[src/design/lrc_pkg.sv]
// shared types and constants of the line rasterizer with clip
`default_nettype none

package lrc_pkg;

  localparam int unsigned CoordW     = 6;
  localparam int unsigned CfgW       = 7;
  localparam int unsigned AddrW      = 3;
  localparam int unsigned DataW      = 32;
  localparam int unsigned ErrW       = 8;
  localparam int unsigned MaxCanvas  = 64;
  localparam int unsigned QueueDepth = 2;
  localparam int unsigned QueuePtrW  = $clog2(QueueDepth);
  localparam int unsigned QueueCntW  = $clog2(QueueDepth + 1);

  typedef logic [CoordW-1:0] coord_t;

  // register map, one 32-bit word per register
  typedef enum logic {
    REG_CANVAS_WIDTH  = 1'b0,
    REG_CANVAS_HEIGHT = 1'b1
  } lrc_reg_e;

  typedef enum logic {
    ST_IDLE,
    ST_RUN
  } lrc_state_e;

  // input beat
  typedef struct packed {
    coord_t start_x;
    coord_t start_y;
    coord_t end_x;
    coord_t end_y;
  } lrc_seg_in_t;

  // output beat
  typedef struct packed {
    coord_t pixel_x;
    coord_t pixel_y;
    logic   visible;
    logic   last_pixel;
  } lrc_pix_t;

  // segment after setup, as held in the queue
  typedef struct packed {
    coord_t                     x0;
    coord_t                     y0;
    coord_t                     xe;
    coord_t                     ye;
    coord_t                     dx;
    coord_t                     dy;
    logic                       sx;
    logic                       sy;
    logic signed [ErrW-1:0]     err0;
  } lrc_seg_t;

endpackage

`default_nettype wire

[src/design/lrc_front.sv]
// front end: accepts segments and works out deltas, directions and start error
`default_nettype none

module lrc_front (
  input  wire                 lrc_pkg::lrc_seg_in_t in_data_i,
  output lrc_pkg::lrc_seg_t   seg_o
);

  lrc_pkg::coord_t dx;
  lrc_pkg::coord_t dy;
  logic            sx;
  logic            sy;

  always_comb begin
    sx = (in_data_i.start_x < in_data_i.end_x);
    sy = (in_data_i.start_y < in_data_i.end_y);
    dx = sx ? (in_data_i.end_x - in_data_i.start_x) : (in_data_i.start_x - in_data_i.end_x);
    dy = sy ? (in_data_i.end_y - in_data_i.start_y) : (in_data_i.start_y - in_data_i.end_y);
  end

  always_comb begin
    seg_o.x0   = in_data_i.start_x;
    seg_o.y0   = in_data_i.start_y;
    seg_o.xe   = in_data_i.end_x;
    seg_o.ye   = in_data_i.end_y;
    seg_o.dx   = dx;
    seg_o.dy   = dy;
    seg_o.sx   = sx;
    seg_o.sy   = sy;
    seg_o.err0 = $signed({2'b00, dx}) - $signed({2'b00, dy});
  end

endmodule

`default_nettype wire

[src/design/lrc_queue.sv]
// short segment queue between front end and stepper
`default_nettype none

module lrc_queue (
  input  wire               clk_i,
  input  wire               rst_ni,
  input  wire               push_i,
  input  wire               lrc_pkg::lrc_seg_t push_data_i,
  output logic              full_o,
  input  wire               pop_i,
  output logic              valid_o,
  output lrc_pkg::lrc_seg_t pop_data_o
);

  lrc_pkg::lrc_seg_t mem_q [lrc_pkg::QueueDepth];

  logic [lrc_pkg::QueuePtrW-1:0] wptr_q, wptr_d;
  logic [lrc_pkg::QueuePtrW-1:0] rptr_q, rptr_d;
  logic [lrc_pkg::QueueCntW-1:0] cnt_q, cnt_d;
  logic                          do_push;
  logic                          do_pop;

  assign full_o     = (cnt_q == lrc_pkg::QueueCntW'(lrc_pkg::QueueDepth));
  assign valid_o    = (cnt_q != '0);
  assign pop_data_o = mem_q[rptr_q];
  assign do_push    = push_i && !full_o;
  assign do_pop     = pop_i && valid_o;

  // pointers wrap at the queue depth
  always_comb begin
    wptr_d = wptr_q;
    rptr_d = rptr_q;
    if (do_push) begin
      wptr_d = (wptr_q == lrc_pkg::QueuePtrW'(lrc_pkg::QueueDepth - 1)) ? '0 : wptr_q + 1'b1;
    end
    if (do_pop) begin
      rptr_d = (rptr_q == lrc_pkg::QueuePtrW'(lrc_pkg::QueueDepth - 1)) ? '0 : rptr_q + 1'b1;
    end
    cnt_d = cnt_q;
    if (do_push && !do_pop) begin
      cnt_d = cnt_q + 1'b1;
    end else if (do_pop && !do_push) begin
      cnt_d = cnt_q - 1'b1;
    end
  end

  always_ff @(posedge clk_i or negedge rst_ni) begin
    if (!rst_ni) begin
      wptr_q <= '0;
      rptr_q <= '0;
      cnt_q  <= '0;
    end else begin
      wptr_q <= wptr_d;
      rptr_q <= rptr_d;
      cnt_q  <= cnt_d;
    end
  end

  always_ff @(posedge clk_i) begin
    if (do_push) begin
      mem_q[wptr_q] <= push_data_i;
    end
  end

endmodule

`default_nettype wire

[src/design/lrc_back.sv]
// back end: bresenham stepper with clip flag and output register
`default_nettype none

module lrc_back (
  input  wire                 clk_i,
  input  wire                 rst_ni,
  input  wire                 seg_valid_i,
  input  wire                 lrc_pkg::lrc_seg_t seg_i,
  output logic                seg_pop_o,
  input  wire  [lrc_pkg::CfgW-1:0] width_i,
  input  wire  [lrc_pkg::CfgW-1:0] height_i,
  output logic                out_valid_o,
  input  wire                 out_ready_i,
  output lrc_pkg::lrc_pix_t   out_data_o
);

  lrc_pkg::lrc_state_e st_q, st_d;
  lrc_pkg::lrc_seg_t   seg_q;
  lrc_pkg::coord_t     cur_x_q;
  lrc_pkg::coord_t     cur_y_q;
  logic signed [lrc_pkg::ErrW-1:0] err_q;
  logic                out_valid_q;
  lrc_pkg::lrc_pix_t   out_q;

  logic                adv;
  logic                done;
  logic                load;
  logic signed [lrc_pkg::ErrW:0]   e2;
  logic                step_x;
  logic                step_y;
  logic signed [lrc_pkg::ErrW-1:0] err_nx;
  logic                vis;

  assign adv  = (st_q == lrc_pkg::ST_RUN) && (!out_valid_q || out_ready_i);
  assign done = (cur_x_q == seg_q.xe) && (cur_y_q == seg_q.ye);

  // next state
  always_comb begin
    st_d = st_q;
    case (st_q)
      lrc_pkg::ST_IDLE: begin
        if (seg_valid_i) begin
          st_d = lrc_pkg::ST_RUN;
        end
      end
      lrc_pkg::ST_RUN: begin
        if (adv && done) begin
          st_d = lrc_pkg::ST_IDLE;
        end
      end
      default: st_d = lrc_pkg::ST_IDLE;
    endcase
  end

  // state outputs
  always_comb begin
    load = 1'b0;
    case (st_q)
      lrc_pkg::ST_IDLE: load = seg_valid_i;
      lrc_pkg::ST_RUN:  load = 1'b0;
      default:          load = 1'b0;
    endcase
  end

  assign seg_pop_o = load;

  // error step: compare twice the error against both deltas
  always_comb begin
    e2     = {err_q, 1'b0};
    step_x = (e2 >= -$signed({3'b000, seg_q.dy}));
    step_y = (e2 <= $signed({3'b000, seg_q.dx}));
    err_nx = err_q - (step_x ? $signed({2'b00, seg_q.dy}) : '0)
                   + (step_y ? $signed({2'b00, seg_q.dx}) : '0);
  end

  assign vis = (32'(cur_x_q) < 32'(width_i))  && (32'(cur_x_q) < lrc_pkg::MaxCanvas) &&
               (32'(cur_y_q) < 32'(height_i)) && (32'(cur_y_q) < lrc_pkg::MaxCanvas);

  always_ff @(posedge clk_i or negedge rst_ni) begin
    if (!rst_ni) begin
      st_q        <= lrc_pkg::ST_IDLE;
      out_valid_q <= 1'b0;
    end else begin
      st_q <= st_d;
      if (adv) begin
        out_valid_q <= 1'b1;
      end else if (out_ready_i) begin
        out_valid_q <= 1'b0;
      end
    end
  end

  always_ff @(posedge clk_i) begin
    if (load) begin
      seg_q   <= seg_i;
      cur_x_q <= seg_i.x0;
      cur_y_q <= seg_i.y0;
      err_q   <= seg_i.err0;
    end else if (adv && !done) begin
      err_q <= err_nx;
      if (step_x) begin
        cur_x_q <= seg_q.sx ? cur_x_q + 1'b1 : cur_x_q - 1'b1;
      end
      if (step_y) begin
        cur_y_q <= seg_q.sy ? cur_y_q + 1'b1 : cur_y_q - 1'b1;
      end
    end
    if (adv) begin
      out_q.pixel_x    <= cur_x_q;
      out_q.pixel_y    <= cur_y_q;
      out_q.visible    <= vis;
      out_q.last_pixel <= done;
    end
  end

  assign out_valid_o = out_valid_q;
  assign out_data_o  = out_q;

  // the end point returns the stepper to idle
  a_done_idle: assert property (@(posedge clk_i) disable iff (!rst_ni)
    (adv && done) |=> (st_q == lrc_pkg::ST_IDLE))
    else $error("stepper did not stop after the end point");

  // every step that is not the end moves the pixel
  a_step_moves: assert property (@(posedge clk_i) disable iff (!rst_ni)
    (adv && !done) |=> ((cur_x_q != $past(cur_x_q)) || (cur_y_q != $past(cur_y_q))))
    else $error("bresenham step did not move");

  // a new beat is only produced by a running segment
  a_out_from_run: assert property (@(posedge clk_i) disable iff (!rst_ni)
    $rose(out_valid_q) |-> ($past(st_q) == lrc_pkg::ST_RUN))
    else $error("output beat without a running segment");

endmodule

`default_nettype wire

[src/design/line_rasterizer_with_clip_unit.sv]
// top level: apb registers, front end, segment queue and bresenham stepper
// a segment accepted at the input is written into the queue and loaded from there by the stepper; its first
//   pixel beat then shows on the output from the stepper's output register
// throughput: one pixel beat per cycle while the sink is ready; the stepper passes through idle to load
//   each segment, so it takes a new segment only after the last pixel of the one before; the stepper sets it
// a two-entry queue of set-up segments lets input and output stall independently
// reset (asynchronous, active low) empties the queue, idles the stepper, canvas to 64 by 64
`default_nettype none

module line_rasterizer_with_clip_unit (
  input  wire                            clk_i,
  input  wire                            rst_ni,
  // configuration port
  input  wire                            psel,
  input  wire                            penable,
  input  wire                            pwrite,
  input  wire  [lrc_pkg::AddrW-1:0]      paddr,
  input  wire  [lrc_pkg::DataW-1:0]      pwdata,
  output logic [lrc_pkg::DataW-1:0]      prdata,
  output logic                           pready,
  // segment input
  input  wire                            in_valid_i,
  output logic                           in_ready_o,
  input  wire  lrc_pkg::lrc_seg_in_t     in_data_i,
  // pixel output
  output logic                           out_valid_o,
  input  wire                            out_ready_i,
  output lrc_pkg::lrc_pix_t              out_data_o
);

  logic [lrc_pkg::CfgW-1:0] width_q;
  logic [lrc_pkg::CfgW-1:0] height_q;
  lrc_pkg::lrc_reg_e        reg_sel;
  logic                     cfg_wr;

  lrc_pkg::lrc_seg_t        front_seg;
  lrc_pkg::lrc_seg_t        queue_seg;
  logic                     queue_full;
  logic                     queue_valid;
  logic                     queue_pop;

  // register decode: word index is the address above the byte lanes
  assign pready  = 1'b1;
  assign reg_sel = lrc_pkg::lrc_reg_e'(paddr[2]);
  assign cfg_wr  = psel && penable && pwrite && pready;

  always_ff @(posedge clk_i or negedge rst_ni) begin
    if (!rst_ni) begin
      width_q  <= lrc_pkg::CfgW'(64);
      height_q <= lrc_pkg::CfgW'(64);
    end else if (cfg_wr) begin
      case (reg_sel)
        lrc_pkg::REG_CANVAS_WIDTH:  width_q  <= pwdata[lrc_pkg::CfgW-1:0];
        lrc_pkg::REG_CANVAS_HEIGHT: height_q <= pwdata[lrc_pkg::CfgW-1:0];
        default: ;
      endcase
    end
  end

  // read back, zero extended
  always_comb begin
    case (reg_sel)
      lrc_pkg::REG_CANVAS_WIDTH:  prdata = lrc_pkg::DataW'(width_q);
      lrc_pkg::REG_CANVAS_HEIGHT: prdata = lrc_pkg::DataW'(height_q);
      default:                    prdata = '0;
    endcase
  end

  // front end sets up the segment; it is taken whenever the queue has room
  assign in_ready_o = !queue_full;

  lrc_front u_front (
    .in_data_i (in_data_i),
    .seg_o     (front_seg)
  );

  lrc_queue u_queue (
    .clk_i       (clk_i),
    .rst_ni      (rst_ni),
    .push_i      (in_valid_i),
    .push_data_i (front_seg),
    .full_o      (queue_full),
    .pop_i       (queue_pop),
    .valid_o     (queue_valid),
    .pop_data_o  (queue_seg)
  );

  // back end walks the line one pixel per cycle, while the sink is ready, into its output register
  lrc_back u_back (
    .clk_i       (clk_i),
    .rst_ni      (rst_ni),
    .seg_valid_i (queue_valid),
    .seg_i       (queue_seg),
    .seg_pop_o   (queue_pop),
    .width_i     (width_q),
    .height_i    (height_q),
    .out_valid_o (out_valid_o),
    .out_ready_i (out_ready_i),
    .out_data_o  (out_data_o)
  );

endmodule

`default_nettype wire

[config.mk]
export PLATFORM = sky130hd
export DESIGN_NAME = line_rasterizer_with_clip_unit
export DESIGN_NICKNAME = d
export VERILOG_FILES = /design/src/design/lrc_pkg.sv /design/src/design/lrc_front.sv /design/src/design/lrc_queue.sv /design/src/design/lrc_back.sv /design/src/design/line_rasterizer_with_clip_unit.sv
export SDC_FILE = /design/constraint.sdc
export NUM_CORES = 1
export LEC_CHECK = 0
export ABC_CLOCK_PERIOD_IN_PS = 4700
export BUFFER_PORTS_ARGS = -buffer_cell sky130_fd_sc_hd__clkbuf_2
export CAP_MARGIN = 15
export CELL_PAD_IN_SITES_DETAIL_PLACEMENT = 1
export CELL_PAD_IN_SITES_GLOBAL_PLACEMENT = 1
export CORE_MARGIN = 4
export CORE_UTILIZATION = 48
export CTS_BUF_LIST = sky130_fd_sc_hd__clkbuf_16
export DETAILED_ROUTE_END_ITERATION = 16
export PLACE_DENSITY = 0.9
export SLEW_MARGIN = 5
export SYNTH_ARGS = -nofsm -noshare
export SYNTH_HDL_FRONTEND = slang
export SYNTH_HIERARCHICAL = 1
export SYNTH_SLANG_ARGS = --single-unit
[constraint.sdc]
create_clock -name clk_i -period 4.7 [get_ports clk_i]
set_input_delay 0.47 -clock clk_i [delete_from_list [all_inputs] [get_ports clk_i]]
set_output_delay 0.47 -clock clk_i [all_outputs]
set_load 0.1 [all_outputs]
==> reports/qor.yml, run 1 <==
fin_hold_ws_ns: -0.0007784
gp_congestion: 0.8302
postRouteAntennaNets: 0
finClkSkew_ns: 0.01019
fmax_ghz: 0.2209
core_area_um2: 20170
boundaryPins: 115
ys_seq_elements: 172
critPathLaunch: "u_back/seg_q[14]"
wl_um: 24100
numCtsBuffers: 17
post-cts-setup-buffer-count: 0
place_inst: 1053
ir_worst_vdd_uv: 334.3
final-max-slew-violation-count: 0
reg2reg_to: "u_back/err_q[5]"
reg2regPathDepth: 15
status: "finished with violations"
crit_fanout: 7
grt-ovfl-total: 0
yosysTopAreaCell: "edfxtp_1"
clkSlewWorstSetupHoldPaths_ns: 0.07
hold_class: "input port to asynchronous set/reset pin"
clk_latency_ns: 0.44
p_leak_uw: 0.004454
syn_avg_cell_area_um2: 12.88
grt_use_met2_pct: 40.57
cts_tree: "yes"
layout.cells.non_filler: 1085
fin_crit_ns: 4.528
nets: 952
synthFlopType: "edfxtp_1"
synth_edf_count: 152
yosysSeqAreaShare_pct: 51.63
met1_usage_pct: 26.21
io_buffers: 61
chipWidth_um: 151
clk_path_buf_depth: 2
final_util_pct: 53.05
failed_checks: "negative hold slack"
antenna_found_initial: 0
yosysWarnings: 6
initial_core_util_pct: 48.67
final-setup-viol-count: 0
grt_pass1_wl_um: 37860
grt-busiest-layer: "met2"
cp.arrival_ns: 4.83
total_power_uw: 6935
n_fill_cell: 2065
use_met3_pct: 3.680
yosys-top-cells-area: "edfxtp_1 47%, ha_1 9.1%, dfrtp_1 4.6%, mux2_4 4.6%, mux2_2 4.5%"
synth_most_common_cell: "edfxtp_1"
synth_area_um2: 9816
final_area_um2: 10700
grt_usage_pct: 22.16
setup_tns_ns: 0
synth_top_cell_area_share_pct: 46.50
placed_cell_area_um2: 10070
critPathLaunchType: "flip-flop"
drc: 0
relSlewSlack_pct: 21.98
drt_iter0_drc: 448
num_rows: 52
synthTopCellsByCount: "152 x edfxtp_1, 79 x inv_1, 71 x ha_1"
diodes: 0
r2r-start: "u_back/seg_q[14]"
synthToLayoutAreaGrowth_pct: 8.999
die_h_um: 151
maxCapViolations: 0
worstMarginPinSlew_ns: 1.170
final-hold-violation-count: 2
fin_crit_sh_pct: 96.33
grt_max_degree: 47
via_per_inst: 5.596
endpoint: "u_back/err_q[5]"
drive_above_1_share_pct: 23.68
cts.sinks: 172
htree_levels: 4
ys_types: 75
syn_inst: 762
vias: 6072
cp.required_ns: 5.00
die-area_um2: 22800
place.detailed.hpwl_um: 17120
end_kind: "flip-flop"
ff2ff_setup_slack_ns: 0.17
cts_root_buf: "clkbuf_16"
wire_per_inst_um: 22.22
crit_type: "flip-flop to flip-flop"
grt_pass1_vias: 6692
synthArstFlopShare_pct: 11.63
p_per_area_nw_per_um2: 648.2
drtPass1Iterations: 5
## cells by family after synthesis
| family | share of synthesized area (%) |
|---|---|
| flip-flops | 51.63 |
| buffers and inverters | 8.528 |
| AND/OR/NAND/NOR | 6.922 |
| AO/OA/AOI/OAI | 7.521 |
| adder cells (fa/ha/maj) | 11.70 |
| multiplexers | 9.879 |
| XOR/XNOR | 3.748 |
| other | 0.07651 |
## registers in the layout, indices dropped and copies added, names as in the netlist
name / flops
height_q: 7
u_back/cur_x_q: 6
u_back/cur_y_q: 6
u_back/err_q: 8
u_back/out_data_o: 14
u_back/out_valid_o: 1
u_back/seg_q: 26
u_back/st_q: 1
u_queue/cnt_q: 2
u_queue/mem_q: 92
u_queue/rptr_q: 1
u_queue/wptr_q: 1
width_q: 7
## worst max-delay path, stage by stage, from the launching register on
cell,delay (ns)
edfxtp_1,0.51
nor4_4,0.33
and2_1,0.16
ha_1,0.24
a21o_1,0.18
a2111o_1,0.41
a2bb2oi_2,0.22
and2_1,0.21
fa_1,0.56
inv_1,0.08
ha_1,0.30
a21o_1,0.21
a21oi_2,0.24
o21ai_1,0.12
or4b_1,0.51
nand3_1,0.11
## where the power goes
group	switching (uW)	internal, uW
sequential	260	2240
clock	666	758
combinational	1930	1080
total	2860	4080
## placed cells by master, fill, tap and decap left out, drive strengths merged, types with 18 or more instances in the layout
cell type	count
dfrtp	18
clkbuf	78
ha	71
edfxtp	152
nand2	38
nor2	24
conb	26
mux2	69
o21ai	19
xor2	28
a21oi	35
inv	87
## cell type report
cell class	instances	area [um2]	area share, %
repair buffers	67	350.3	3.274
clock buffers	17	425.4	3.976
inverters	81	304.0	2.842
well taps	270	337.8	3.158
clock inverters	15	175.2	1.637
multi-input cells	463	4038	37.74
flip-flops and latches	172	5069	47.37
## metal layers
layer	wire length (um)	vias to the layer above	share of wire, %
li1	-	2737	-
met1	9436	3076	39
met2	12830	220	53
met3	1218	39	5.1
met4	621	0	2.6
met5	0	-	0
## through the flow
stage	hold WS (ns)	setup slack, ns
after floorplan	0.1744	0.6450
after global placement	0.4534	0.3047
after detailed placement	0.4706	0.08817
after CTS	0.001930	0.002957
after global routing	0.02363	-0.01567
final	-0.0007784	0.1724
## what timing repair did
| item | 4_1_cts | 5_1_grt |
|---|---|---|
| endpoints found under the setup margin | 0 | 4 |
| hold buffers | 0 | 0 |
| resized for setup | 0 | 5 |
## how the worst min path moves through the flow
stage                       from                to  depth (start not counted)
final                     rst_ni  u_queue/cnt_q[1]                          1
after global routing      rst_ni  u_queue/cnt_q[1]                          1
after CTS                 rst_ni  u_queue/cnt_q[1]                          1
after detailed placement  rst_ni  u_queue/cnt_q[1]                          1
after global placement    rst_ni    u_queue/wptr_q                          1
after floorplan           rst_ni       height_q[0]                          0
Note: power is estimated with default switching activity, not from simulation.
==> run 2, diff against run 1 <==
Settings changed: ABC_CLOCK_PERIOD_IN_PS 4700 to 4400.
Clock period 4.7 ns to 4.4 ns, I/O delays scaled along.
==> run 2 against run 1 <==
The run now ends clean. Die area unchanged. Cell count up 1.2%. Highest routed layer unchanged. Cell area up 1.1%. Worst hold slack better by 0.22 ns. First-iteration DRC count down 27%. Critical endpoint is now u_back/err_q[6].
==> reports/qor.yml, run 2 (synthesis gave the netlist of run 1 again) <==
status: "completed"
top_layer: "met4"
clkSlewWorstSetupHoldPaths_ns: 0.07  # about the same
fmax_ghz: 0.2346  # +6.2%
initial_core_util_pct: 48.67  # unchanged
crit_top_cell: "and2_1"
postRouteAntennaNets: 0  # unchanged
grt_max_degree: 47  # unchanged
gp_congestion: 0.8385  # +1.0%
drc: 0  # unchanged
numCtsBuffers: 17  # unchanged
p_per_area_nw_per_um2: 705.6  # +8.8%
reg2regPathDepth: 15  # unchanged
crit_fanout: 4  # -3
largest_reg_flops: 92  # unchanged
wl_um: 23080  # -4.3%
vias: 5958  # -1.9%
p_leak_uw: 0.004526  # +1.6%
hold_depth: 1
diodes: 0  # unchanged
dr_wl_met3_um: 1062  # -13%
end_kind: "flip-flop"
final_area_um2: 10820  # +1.1%
cts_tree: "yes"
cts.sinks: 172  # unchanged
mostFrequentLayoutCells: "152 x edfxtp_1, 79 x inv_1, 71 x ha_1, 61 x clkbuf_2, 39 x mux2_2"
final_util_pct: 53.65  # +0.60 points
layout.cells.non_filler: 1098  # +1.2%
drtPass1Iterations: 5  # unchanged
r2r-start: "u_back/seg_q[13]"
worstMarginPinSlew_ns: 1.001  # -0.1690 ns
die_h_um: 151  # unchanged
nets: 965  # +1.4%
crit_path_max_incr_delay_ns: 0.49  # -0.07 ns
reg2reg_to: "u_back/err_q[6]"
clk_latency_ns: 0.43  # about the same
ff2ff_setup_slack_ns: 0.14  # -0.04 ns
grt_pass1_vias: 6538  # -2.3%
chipWidth_um: 151  # unchanged
core_area_um2: 20170  # unchanged
io_buffers: 61  # unchanged
worstHoldEndpoint: "u_queue/mem_q[0][39]"
maxCapViolations: 0  # unchanged
regMostFlops: "u_queue/mem_q"
grt-ovfl-total: 0  # unchanged
ir_worst_vdd_uv: 331.0  # -0.99%
fin_crit_sh_pct: 96.88  # +0.55 points
final-hold-violation-count: 0  # -2
wire_per_inst_um: 21.02  # -5.4%
met1_length_um: 9577  # +1.5%
final-max-slew-violation-count: 0  # unchanged
placed_cell_area_um2: 10090  # +0.22%
finClkSkew_ns: 0.007167  # -0.003022 ns
crit_chain: "nor4_4 > and2_1 > ha_1 > a21o_1 > a2111o_1 > a2bb2oi_2 > and2_1 > fa_2 > buf_4 > fa_1 > nor2b_1 > o21ai_2 > a21boi_2 > or3_1 > nand3_1"
synthToLayoutAreaGrowth_pct: 10.24
critPathLaunchType: "flip-flop"
num_rows: 52  # unchanged
cp.required_ns: 4.56  # -0.44 ns
htree_levels: 4  # unchanged
fin_crit_ns: 4.263  # -0.2649 ns
clk_path_buf_depth: 2  # unchanged
boundaryPins: 115  # unchanged
hold_class: "input port to flip-flop"
critPathLaunch: "u_back/seg_q[13]"
grt_usage_pct: 21.25  # -0.91 points
grt_pass1_wl_um: 36570  # -3.4%
layout_commonest_cell: "edfxtp_1"
place.detailed.hpwl_um: 16540  # -3.4%
setup_tns_ns: 0  # unchanged
worstHoldStart: "in_data_i[17]"
relSlewSlack_pct: 32.68  # +11 points
antenna_found_initial: 0  # unchanged
die-area_um2: 22800  # unchanged
cp.arrival_ns: 4.43  # -0.40 ns
cts_root_buf: "clkbuf_16"
drt_iter0_drc: 329  # -27%
via_per_inst: 5.426  # -3.0%
crit_type: "flip-flop to flip-flop"
cpMaxStageDelayCell: "edfxtp_1"
place_inst: 1056  # +0.28%
drive_above_1_share_pct: 25.24  # +1.6 points
final-setup-viol-count: 0  # unchanged
wl_met2_um: 11790  # -8.1%
## run 2: power breakdown
group	switching [uW]	total [uW]	internal [uW]
Sequential	278	2670	2390
Clock	679	1530	856
Combinational	2140	3430	1290
## run 2: area by class of cell
class	count	area, um2
clock buffer	17	425.4
clock inverter	15	176.4
sequential	172	5069
tap	270	337.8
fill	2091	9349
multi-input combinational	463	4058
inverter	81	304.0
timing repair buffer	80	450.4
## run 2: per-layer routing
metal  global-route usage (%)  up-vias
met2                    36.39      154
met5                        0        -
met1                    26.36     3012
li1                         -     2751
met3                    4.698       41
met4                    8.069        0
## run 2: what timing repair did
item	CTS	global route
endpoints found under the hold margin	18	0
setup buffers	0	9
pin swaps	0	9
hold buffers	1	0
endpoints found under the setup margin	4	5
gates resized for setup	2	10
## run 2: worst max path at each step
| stage | to |
|---|---|
| 6_report | u_back/err_q[6] |
| 5_1_grt | u_back/err_q[7] |
| 4_1_cts | u_back/err_q[5] |
| 3_5_place_dp | u_back/err_q[5] |
| 3_3_place_gp | u_back/err_q[6] |
| 2_1_floorplan | u_back/err_q[5] |
## run 2: per-stage QoR
step | total power, uW | setup slack (ns) | hold slack [ns]
5_1_grt | 8068 | -0.01681 | 0.2089
2_1_floorplan | 5006 | 0.3450 | 0.1444
6_report | 7635 | 0.1373 | 0.2203
4_1_cts | 7490 | -0.0003619 | 0.2018
3_5_place_dp | 5848 | -0.07401 | 0.4447
3_3_place_gp | 5551 | 0.1189 | 0.4252
## run 2: worst max-delay path, delay by kind of cell (launching register included)
kind | cells | cell delay (ns)
adder cells (fa/ha/maj) | 3 | 1.12
flip-flops | 1 | 0.49
buffers and inverters | 1 | 0.15
AO/OA/AOI/OAI | 5 | 1.07
AND/OR/NAND/NOR | 6 | 1.13
